==> config.mk <==
export PLATFORM = sky130hd
export DESIGN_NAME = pwm_pulse_width_classifier
export DESIGN_NICKNAME = d
export VERILOG_FILES = /design/src/rtl/pwc_pkg.sv /design/src/rtl/pwc_cfg.sv /design/src/rtl/pwc_core.sv /design/src/rtl/pwm_pulse_width_classifier.sv
export VERILOG_INCLUDE_DIRS = /design/src /design/src/rtl
export SDC_FILE = /design/constraint.sdc
export NUM_CORES = 1
export LEC_CHECK = 0
export BUFFER_PORTS_ARGS = -buffer_cell sky130_fd_sc_hd__buf_2
export CAP_MARGIN = 20
export CELL_PAD_IN_SITES_DETAIL_PLACEMENT = 1
export CELL_PAD_IN_SITES_GLOBAL_PLACEMENT = 2
export CORE_ASPECT_RATIO = 0.7
export CORE_MARGIN = 10
export CORE_UTILIZATION = 40
export CTS_BUF_LIST = sky130_fd_sc_hd__clkbuf_16
export CTS_CLUSTER_SIZE = 20
export DETAILED_ROUTE_END_ITERATION = 10
export GPL_ROUTABILITY_DRIVEN = 0
export GPL_TIMING_DRIVEN = 1
export PLACE_DENSITY = 0.86
export SYNTH_ARGS = -nofsm -noshare
export SYNTH_HDL_FRONTEND = slang
export SYNTH_SLANG_ARGS = --single-unit
==> constraint.sdc <==
create_clock -name i_clk -period 15.3 [get_ports i_clk]
set_input_delay 4.59 -clock i_clk [delete_from_list [all_inputs] [get_ports i_clk]]
set_output_delay 4.59 -clock i_clk [all_outputs]
set_load 0.005 [all_outputs]
==> src/rtl/pwm_pulse_width_classifier_assert.svh <==
// assertion macros used by pwc_core
`ifndef PWM_PULSE_WIDTH_CLASSIFIER_ASSERT_SVH
`define PWM_PULSE_WIDTH_CLASSIFIER_ASSERT_SVH

// same-cycle implication, checked outside reset
`define PWC_ASSERT_NOW(lbl, ante, cons, msg) \
    lbl: assert property (@(posedge i_clk) disable iff (!i_rst_n) (ante) |-> (cons)) \
        else $error(msg);

// next-cycle implication, checked outside reset
`define PWC_ASSERT_NEXT(lbl, ante, cons, msg) \
    lbl: assert property (@(posedge i_clk) disable iff (!i_rst_n) (ante) |=> (cons)) \
        else $error(msg);

`endif

==> src/rtl/pwc_pkg.sv <==
package pwc_pkg;

    localparam int TIME_W  = 32;
    localparam int WIDTH_W = 16;
    localparam int TMO_W   = 24;
    localparam int CLASS_W = 2;
    localparam int CFG_AW  = 3;
    localparam int CFG_DW  = 24;
    localparam int IN_TDATA_W  = 40;
    localparam int OUT_TDATA_W = 24;

    localparam logic [CFG_AW-1:0] REG_MIN_PERIOD = 3'd0;
    localparam logic [CFG_AW-1:0] REG_MAX_PERIOD = 3'd1;
    localparam logic [CFG_AW-1:0] REG_TIMEOUT    = 3'd2;
    localparam logic [CFG_AW-1:0] REG_LOW_THR    = 3'd3;
    localparam logic [CFG_AW-1:0] REG_HIGH_THR   = 3'd4;

    localparam logic [WIDTH_W-1:0] MIN_PERIOD_RST = 16'd500;
    localparam logic [WIDTH_W-1:0] MAX_PERIOD_RST = 16'd2500;
    localparam logic [TMO_W-1:0]   TIMEOUT_RST    = 24'd100000;
    localparam logic [WIDTH_W-1:0] LOW_THR_RST    = 16'd1250;
    localparam logic [WIDTH_W-1:0] HIGH_THR_RST   = 16'd1750;

    localparam logic CMD_EDGE  = 1'b0;
    localparam logic CMD_QUERY = 1'b1;

    localparam logic [CLASS_W-1:0] CLASS_NONE    = 2'd0;
    localparam logic [CLASS_W-1:0] CLASS_LOW     = 2'd1;
    localparam logic [CLASS_W-1:0] CLASS_NEUTRAL = 2'd2;
    localparam logic [CLASS_W-1:0] CLASS_HIGH    = 2'd3;

    typedef struct packed {
        logic [WIDTH_W-1:0] min_period;
        logic [WIDTH_W-1:0] max_period;
        logic [TMO_W-1:0]   timeout;
        logic [WIDTH_W-1:0] low_thr;
        logic [WIDTH_W-1:0] high_thr;
    } t_cfg;

endpackage

==> src/rtl/pwc_cfg.sv <==
module pwc_cfg
    import pwc_pkg::*;
(
    input  logic              i_clk,
    input  logic              i_rst_n,
    input  logic              i_cfg_we,
    input  logic [CFG_AW-1:0] i_cfg_addr,
    input  logic [CFG_DW-1:0] i_cfg_wdata,
    output t_cfg              o_cfg
);

    t_cfg r_cfg;
    t_cfg n_cfg;

    always_comb begin
        n_cfg = r_cfg;
        if (i_cfg_we) begin
            unique case (i_cfg_addr)
                REG_MIN_PERIOD: n_cfg.min_period = i_cfg_wdata[WIDTH_W-1:0];
                REG_MAX_PERIOD: n_cfg.max_period = i_cfg_wdata[WIDTH_W-1:0];
                REG_TIMEOUT:    n_cfg.timeout    = i_cfg_wdata[TMO_W-1:0];
                REG_LOW_THR:    n_cfg.low_thr    = i_cfg_wdata[WIDTH_W-1:0];
                REG_HIGH_THR:   n_cfg.high_thr   = i_cfg_wdata[WIDTH_W-1:0];
                default: begin
                    n_cfg = r_cfg;
                end
            endcase
        end
    end

    always_ff @(posedge i_clk) begin
        if (!i_rst_n) begin
            r_cfg.min_period <= MIN_PERIOD_RST;
            r_cfg.max_period <= MAX_PERIOD_RST;
            r_cfg.timeout    <= TIMEOUT_RST;
            r_cfg.low_thr    <= LOW_THR_RST;
            r_cfg.high_thr   <= HIGH_THR_RST;
        end else begin
            r_cfg <= n_cfg;
        end
    end

    assign o_cfg = r_cfg;

endmodule

==> src/rtl/pwc_core.sv <==
module pwc_core
    import pwc_pkg::*;
(
    input  logic               i_clk,
    input  logic               i_rst_n,
    input  t_cfg               i_cfg,
    input  logic               i_valid,
    output logic               o_ready,
    input  logic               i_command,
    input  logic [TIME_W-1:0]  i_time,
    input  logic               i_pin_level,
    output logic               o_valid,
    input  logic               i_ready,
    output logic [CLASS_W-1:0] o_class,
    output logic [WIDTH_W-1:0] o_width
);

`include "pwm_pulse_width_classifier_assert.svh"

    // input stage
    logic               r_in_valid;
    logic               r_in_cmd;
    logic [TIME_W-1:0]  r_in_time;
    logic               r_in_level;

    // tracking state
    logic [TIME_W-1:0]  r_prev_edge;
    logic [TIME_W-1:0]  r_last_update;
    logic [WIDTH_W-1:0] r_width;

    // result stage
    logic               r_out_valid;
    logic [CLASS_W-1:0] r_out_class;
    logic [WIDTH_W-1:0] r_out_width;

    logic               advance;
    logic               in_hs;
    logic [TIME_W-1:0]  edge_diff;
    logic [TIME_W-1:0]  upd_diff;
    logic               in_window;
    logic               timed_out;
    logic [WIDTH_W:0]   avg_sum;
    logic [WIDTH_W-1:0] n_width;
    logic [TIME_W-1:0]  n_prev_edge;
    logic [TIME_W-1:0]  n_last_update;
    logic [CLASS_W-1:0] n_class;

    assign advance = r_in_valid && (!r_out_valid || i_ready);
    assign o_ready = !r_in_valid || advance;
    assign in_hs   = i_valid && o_ready;

    assign edge_diff = r_in_time - r_prev_edge;
    assign upd_diff  = r_in_time - r_last_update;
    assign in_window = (edge_diff >= {{(TIME_W-WIDTH_W){1'b0}}, i_cfg.min_period})
                    && (edge_diff <= {{(TIME_W-WIDTH_W){1'b0}}, i_cfg.max_period});
    assign timed_out = upd_diff > {{(TIME_W-TMO_W){1'b0}}, i_cfg.timeout};
    assign avg_sum   = {1'b0, r_width} + {1'b0, edge_diff[WIDTH_W-1:0]};

    always_comb begin
        n_width       = r_width;
        n_prev_edge   = r_prev_edge;
        n_last_update = r_last_update;
        if (r_in_cmd == CMD_EDGE) begin
            n_prev_edge = r_in_time;
            if (!r_in_level) begin
                n_last_update = r_in_time;
                if (!in_window) begin
                    n_width = '0;
                end else if (r_width == '0) begin
                    n_width = edge_diff[WIDTH_W-1:0];
                end else begin
                    n_width = avg_sum[WIDTH_W:1];
                end
            end
        end else if (timed_out) begin
            n_width = '0;
        end
    end

    always_comb begin
        if (n_width == '0) begin
            n_class = CLASS_NONE;
        end else if (n_width < i_cfg.low_thr) begin
            n_class = CLASS_LOW;
        end else if (n_width > i_cfg.high_thr) begin
            n_class = CLASS_HIGH;
        end else begin
            n_class = CLASS_NEUTRAL;
        end
    end

    always_ff @(posedge i_clk) begin
        if (!i_rst_n) begin
            r_in_valid    <= 1'b0;
            r_out_valid   <= 1'b0;
            r_prev_edge   <= '0;
            r_last_update <= '0;
            r_width       <= '0;
        end else begin
            if (in_hs) begin
                r_in_valid <= 1'b1;
            end else if (advance) begin
                r_in_valid <= 1'b0;
            end
            if (advance) begin
                r_out_valid   <= 1'b1;
                r_prev_edge   <= n_prev_edge;
                r_last_update <= n_last_update;
                r_width       <= n_width;
            end else if (i_ready) begin
                r_out_valid <= 1'b0;
            end
        end
    end

    always_ff @(posedge i_clk) begin
        if (in_hs) begin
            r_in_cmd   <= i_command;
            r_in_time  <= i_time;
            r_in_level <= i_pin_level;
        end
        if (advance) begin
            r_out_class <= n_class;
            r_out_width <= n_width;
        end
    end

    assign o_valid = r_out_valid;
    assign o_class = r_out_class;
    assign o_width = r_out_width;

    `PWC_ASSERT_NOW(a_class_none_iff_zero, r_out_valid,
        (r_out_width == '0) == (r_out_class == CLASS_NONE), "class and width disagree")
    `PWC_ASSERT_NEXT(a_edge_time_taken, advance && (r_in_cmd == CMD_EDGE),
        r_prev_edge == $past(r_in_time), "edge time not recorded")
    `PWC_ASSERT_NEXT(a_query_no_load, advance && (r_in_cmd == CMD_QUERY),
        (r_width == '0) || (r_width == $past(r_width)), "query changed width")
    `PWC_ASSERT_NEXT(a_held_item_kept, r_in_valid && !advance,
        r_in_valid && $stable(r_in_time), "stalled item lost")

endmodule

==> src/rtl/pwm_pulse_width_classifier.sv <==
// channel     dir  signals                            contents
// s_axis      in   i_s_axis_tvalid/o_s_axis_tready    tdata: time_us, pin_level; tuser: command
// m_axis      out  o_m_axis_tvalid/i_m_axis_tready    tdata: signal_class, width_us
// cfg         in   i_cfg_we/i_cfg_addr/i_cfg_wdata    register writes, no read-back
//
// one word per cycle sustained while i_m_axis_tready holds; a new word is taken while the last is in flight
// an accepted word passes the input register, then the result register; state updates in one pass
// a full result register stalls the input register, which still holds one more word
// synchronous active-low reset restores register defaults and clears the width
module pwm_pulse_width_classifier
    import pwc_pkg::*;
(
    input  logic                   i_clk,
    input  logic                   i_rst_n,
    input  logic                   i_s_axis_tvalid,
    output logic                   o_s_axis_tready,
    input  logic [IN_TDATA_W-1:0]  i_s_axis_tdata,   // time_us[31:0], pin_level[32], zero pad
    input  logic                   i_s_axis_tuser,   // command[0]
    output logic                   o_m_axis_tvalid,
    input  logic                   i_m_axis_tready,
    output logic [OUT_TDATA_W-1:0] o_m_axis_tdata,   // signal_class[1:0], width_us[17:2], zero pad
    input  logic                   i_cfg_we,
    input  logic [CFG_AW-1:0]      i_cfg_addr,
    input  logic [CFG_DW-1:0]      i_cfg_wdata
);

    t_cfg               cfg;
    logic [CLASS_W-1:0] out_class;
    logic [WIDTH_W-1:0] out_width;

    pwc_cfg u_cfg (
        .i_clk       (i_clk),
        .i_rst_n     (i_rst_n),
        .i_cfg_we    (i_cfg_we),
        .i_cfg_addr  (i_cfg_addr),
        .i_cfg_wdata (i_cfg_wdata),
        .o_cfg       (cfg)
    );

    pwc_core u_core (
        .i_clk       (i_clk),
        .i_rst_n     (i_rst_n),
        .i_cfg       (cfg),
        .i_valid     (i_s_axis_tvalid),
        .o_ready     (o_s_axis_tready),
        .i_command   (i_s_axis_tuser),
        .i_time      (i_s_axis_tdata[TIME_W-1:0]),
        .i_pin_level (i_s_axis_tdata[TIME_W]),
        .o_valid     (o_m_axis_tvalid),
        .i_ready     (i_m_axis_tready),
        .o_class     (out_class),
        .o_width     (out_width)
    );

    assign o_m_axis_tdata = {{(OUT_TDATA_W-CLASS_W-WIDTH_W){1'b0}}, out_width, out_class};

endmodule

# After elaboration in Yosys (flattened, before gate mapping)
# Cells that the tools add are included.
[totals] reg_bits=222 in_bits=73 output_inout_bits=26 word_cells=61
[classes] addsub=3 magnitude_cmp=5 n_eq_ne=4 muxes=11 n_bitwise=2 reduce_logical=20
[ops] cell="2-to-1 mux 16 bit" n=5
[ops] cell="subtractor 32 bit" n=2
[ops] cell=">= comparator 32 x 16 -> 1 bit" n=1
[ops] cell="greater-than comparator 32 x 24 -> 1 bit" n=1
[ops] cell="<= comparator 32 x 16 -> 1 bit" n=1
[ops] cell="logical NOT 16 bit" n=2
[ops] cell="adder 16 x 16 -> 17 bit" n=1
[ops] cell="greater-than comparator 16 bit" n=1
[ops] cell="less-than comparator 16 bit" n=1
[ops] cell="AND reduction 2 bit" n=6
[ops] cell="equality test 3 x 2 -> 1 bit, second input constant" n=2
[ops] cell="2-to-1 mux 1 bit" n=6
[ops] cell="nonzero test 2 bit" n=2
[ops] cell="equality test 3 x 1 -> 1 bit, second input constant" n=1
[ops] cell="equality test 3 bit, second input constant" n=1
[ops] cell="logical AND 1 bit" n=3
[ops] cell="logical NOT 3 bit" n=1
[ops] cell="AND reduction 3 bit" n=1
[ops] cell="logical NOT 1 bit" n=2
[ops] cell="logical OR 1 bit" n=2
[ops] cell="NOT 1 bit" n=2
[ops] cell="OR reduction 2 bit" n=1

# Longest topological paths before layout
[depth] depth_word=9 ltp_mapped=38 ltp_nobuf=37

# Modules after synthesis
# A second synthesis with hierarchy kept.
[hier_totals] cells_unflattened=1873 area_unflattened_um2=15541.2
[modules_own_cells] module="pwc_core" n_inst=1 cells_per_inst=1539 area_each_um2=12091.6
[modules_own_cells] module="pwc_cfg" n_inst=1 cells_per_inst=327 area_each_um2=3400.8
[modules_own_cells] module="pwm_pulse_width_classifier" n_inst=1 cells_per_inst=7 area_each_um2=48.8

# Worst setup path after synthesis
# OpenSTA, ideal clock, no wires.
[synth_path] kind="input to output" startpoint="in i_m_axis_tready" endpoint="out o_s_axis_tready" t_arrival_ps=4872 required_time_ps=10710 setup_slack_ps=5838 cell_stages=2 cell_sequence="nor2b_1 > nand2_1"
[synth_via] elab_chain_len=3
[synth_lines] element="start: declaration" line_no="pwm_pulse_width_classifier.sv:20" source="input logic i_m_axis_tready,"
[synth_lines] element="logical OR 1 bit" line_no="pwc_core.sv:48" source="assign advance = r_in_valid && (!r_out_valid || i_ready);"
[synth_lines] element="logical AND 1 bit" line_no="pwc_core.sv:48"
[synth_lines] element="logical OR 1 bit" line_no="pwc_core.sv:49" source="assign o_ready = !r_in_valid || advance;"
[synth_lines] element="end: declaration" line_no="pwm_pulse_width_classifier.sv:16" source="output logic o_s_axis_tready,"
# No other way between the ends.

# Worst setup path in the final report
# Ends and elaborated chain as after synthesis.

==> metrics.yaml <==
drtPass1Iterations: 8
status: "finished clean"
die_x_um: 249.4
drv_slew: 0
synth_edf_count: 52
ys_async_sr_fraction_pct: 0
die_h_um: 180.6
grt_use_total_pct: 21.71
grt-ovfl-total: 0
leakagePower_nw: 6.617
fin_skew_ns: 0.02248
min_from: "u_core.r_last_update[16]"
multiInputGateArea_um2: 8765
ff2ff_setup_slack_ns: 6.05
clock.fmax_mhz: 101.5
synthCells: 1856
cts.clk_slew.worst_paths_ns: 0.06
fin_crit_ns: 9.848
drive_gt1_share_pct: 8.973
hold_depth: 2
synth_top_area_cell: "dfxtp_1"
grt_first_pass_wirelength_um: 78590
clk_latency_ns: 0.56
synthFlopType: "dfxtp_1"
hold_buffers: 0
synth_top_area_share_pct: 23.09
fin_crit_sh_pct: 64.36
switchingPower_mw: 0.5385
antenna_found_initial: 0
grt_pass1_vias: 13600
synth_area_um2: 14740
n_antenna_cell: 0
clock_sinks: 222
hold_path_class: "reg -> reg"
power.total_mw: 1.659
peakVddDrop_mv: 0.06337
syn_avg_cell_area_um2: 7.941
cts_buffers: 26
worst_ep_arrival_time_ns: 5.26
die_area_um2: 45040
layout.cells.non_filler: 2408
detail-route-antenna-nets: 0
detail_route.wirelength_um: 51060
hold_end: "u_core.r_last_update[16]"
wl_per_cell_um: 21.21
boundaryPins: 99
dp.cells: 2357
synth-seq-cells: 222
slew_headroom_pct: 13.41
hold_viol: 0
critPathRequiredTime_ns: 10.71
first_iter_violations: 897
yosysWarnings: 0
reg2reg_from: "u_core.r_in_time[2]"
power_density_nw_per_um2: 100.9
cp-end-kind: "primary output"
cts.path.max_buffers: 3
hpwl_um: 39230
drv_cap: 0
yosys-top-cells-area: "dfxtp_1, ha_1, edfxtp_1"
crit_fanout: 4
htree_num_levels: 1
fillers: 4459
area_growth_pct: 11.57
postCtsSetupRepairBufs: 0
port_buffers: 85
rows: 58
pwr-share-clk_pct: 37.7
seq_area_um2: 4965
reg2regPathDepth: 30
pwr-share-seq_pct: 38.7
rsz0062_at_grt: "no"
tightest_slew_ns: 1.287
p_sw_share_pct: 32.45
grt_max_degree: 69
initial_core_util_pct: 40.78
drc: 0
cp-start-kind: "input port"
vias: 13710
vias_per_cell: 5.694
critical_path_class: "in -> out"
nNetsFinal: 2148
cts-resized-gates: 0
yosysSeqAreaShare_pct: 33.69
final-setup-viol-count: 0
power_frac_comb_pct: 23.6
post_synth_num_cell_types: 79
cts_tree: "done"
root_buffer: "clkbuf_16"
r2r_end: "u_core.o_class[1]"
p_int_mw: 1.121
fin_tns_setup_ns: 0
coreArea_um2: 36140
whs_ns: 0.4546
==> power by group through the flow <==
stage / clock, mW / combinational, mW / sequential [mW]
2_1_floorplan: 0 / 0.262 / 0.645
3_3_place_gp: 0 / 0.368 / 0.654
3_5_place_dp: 0 / 0.382 / 0.655
4_1_cts: 0.638 / 0.385 / 0.642
5_1_grt: 0.664 / 0.434 / 0.644
6_report: 0.625 / 0.392 / 0.643
==> final cells by class <==
class | count | area share, %
Clock buffer | 27 | 4.109
Clock inverter | 21 | 0.9740
Inverter | 180 | 4.124
Multi-Input combinational cell | 1373 | 53.30
Sequential cell | 222 | 30.19
Tap cell | 480 | 3.652
Timing Repair Buffer | 105 | 3.645
==> placed cells by master (no fill, tap or decap), types with 15 or more instances in the layout <==
cell type / n
xor2_1: 28
o21a_1: 19
o21ai_0: 66
a21oi_1: 250
buf_2: 85
buf_4: 17
nor3_1: 18
nand4_1: 33
clkbuf_16: 27
o211ai_1: 42
nor2_1: 55
dfxtp_1: 170
edfxtp_1: 52
inv_1: 185
xnor2_1: 31
a21o_1: 44
ha_1: 164
nand3_1: 23
nand2b_1: 15
nand2_1: 367
==> flip-flops by register name (all words and copies together) (netlist names) <==
name and count:
u_cfg.o_cfg 88, u_core.o_class 2, u_core.o_valid 1, u_core.o_width 16, u_core.r_in_cmd 1, u_core.r_in_level 1
u_core.r_in_time 32, u_core.r_in_valid 1, u_core.r_last_update 32, u_core.r_prev_edge 32, u_core.r_width 16
==> stage by stage <==
| step | utilization [%] | cell area, um^2 | worst slack (ns) |
|---|---|---|---|
| after floorplan | - | 14760 | 5.838 |
| after global placement | 43.06 | 15560 | 5.486 |
| after detailed placement | 43.06 | 15560 | 5.437 |
| after CTS | 45.37 | 16400 | 5.435 |
| after global routing | 45.50 | 16440 | 5.354 |
| final | 45.50 | 16440 | 5.452 |
==> cells by family (layout without fill, tap and decap cells) <==
logic type      Yosys count  count (layout)  share of synthesized area [%]
flops                   222             222                          33.69
compound gates          536             536                          22.54
xor+xnor                 59              59                          3.506
other cells               1               6                        0.02544
buf+inv                 266             333                          7.063
fa+ha+maj               167             167                          14.33
simple gates            595             595                          18.12
mux                      10              10                         0.7301
==> worst max path at each step <==
stage	depth (start not counted)	slack (ns)	from	endpoint
finish	4	5.45	i_m_axis_tready	o_s_axis_tready
CTS	4	5.44	i_m_axis_tready	o_s_axis_tready
global placement	4	5.49	i_m_axis_tready	o_s_axis_tready
floorplan	2	5.84	i_m_axis_tready	o_s_axis_tready
detailed placement	4	5.44	i_m_axis_tready	o_s_axis_tready
global route	4	5.35	i_m_axis_tready	o_s_axis_tready
==> synth_stat cells (all sizes together) (18+ instances only) <==
library cell	count
a21oi	250
nor3	18
o21a	19
edfxtp	52
nand3	23
ha	164
dfxtp	170
xor2	28
o211ai	42
clkbuf	69
xnor2	31
nor2	58
inv	180
a21o	44
nand4	33
o21ai	72
nand2	368
==> critical path, stage by stage <==
cell     delay (ns)
buf_2          0.10
nor2b_1        0.31
nand2_1        0.11
buf_2          0.14
==> layer usage <==
| metal | global-route usage, % | wire length (um) | vias to the layer above |
|---|---|---|---|
| li1 | - | - | 6593 |
| met1 | 31.98 | 25620 | 6767 |
| met2 | 31.93 | 21440 | 298 |
| met3 | 4.526 | 3218 | 54 |
| met4 | 3.797 | 783 | 0 |
| met5 | 0 | 0 | - |
(Power assumes the default switching activity.)
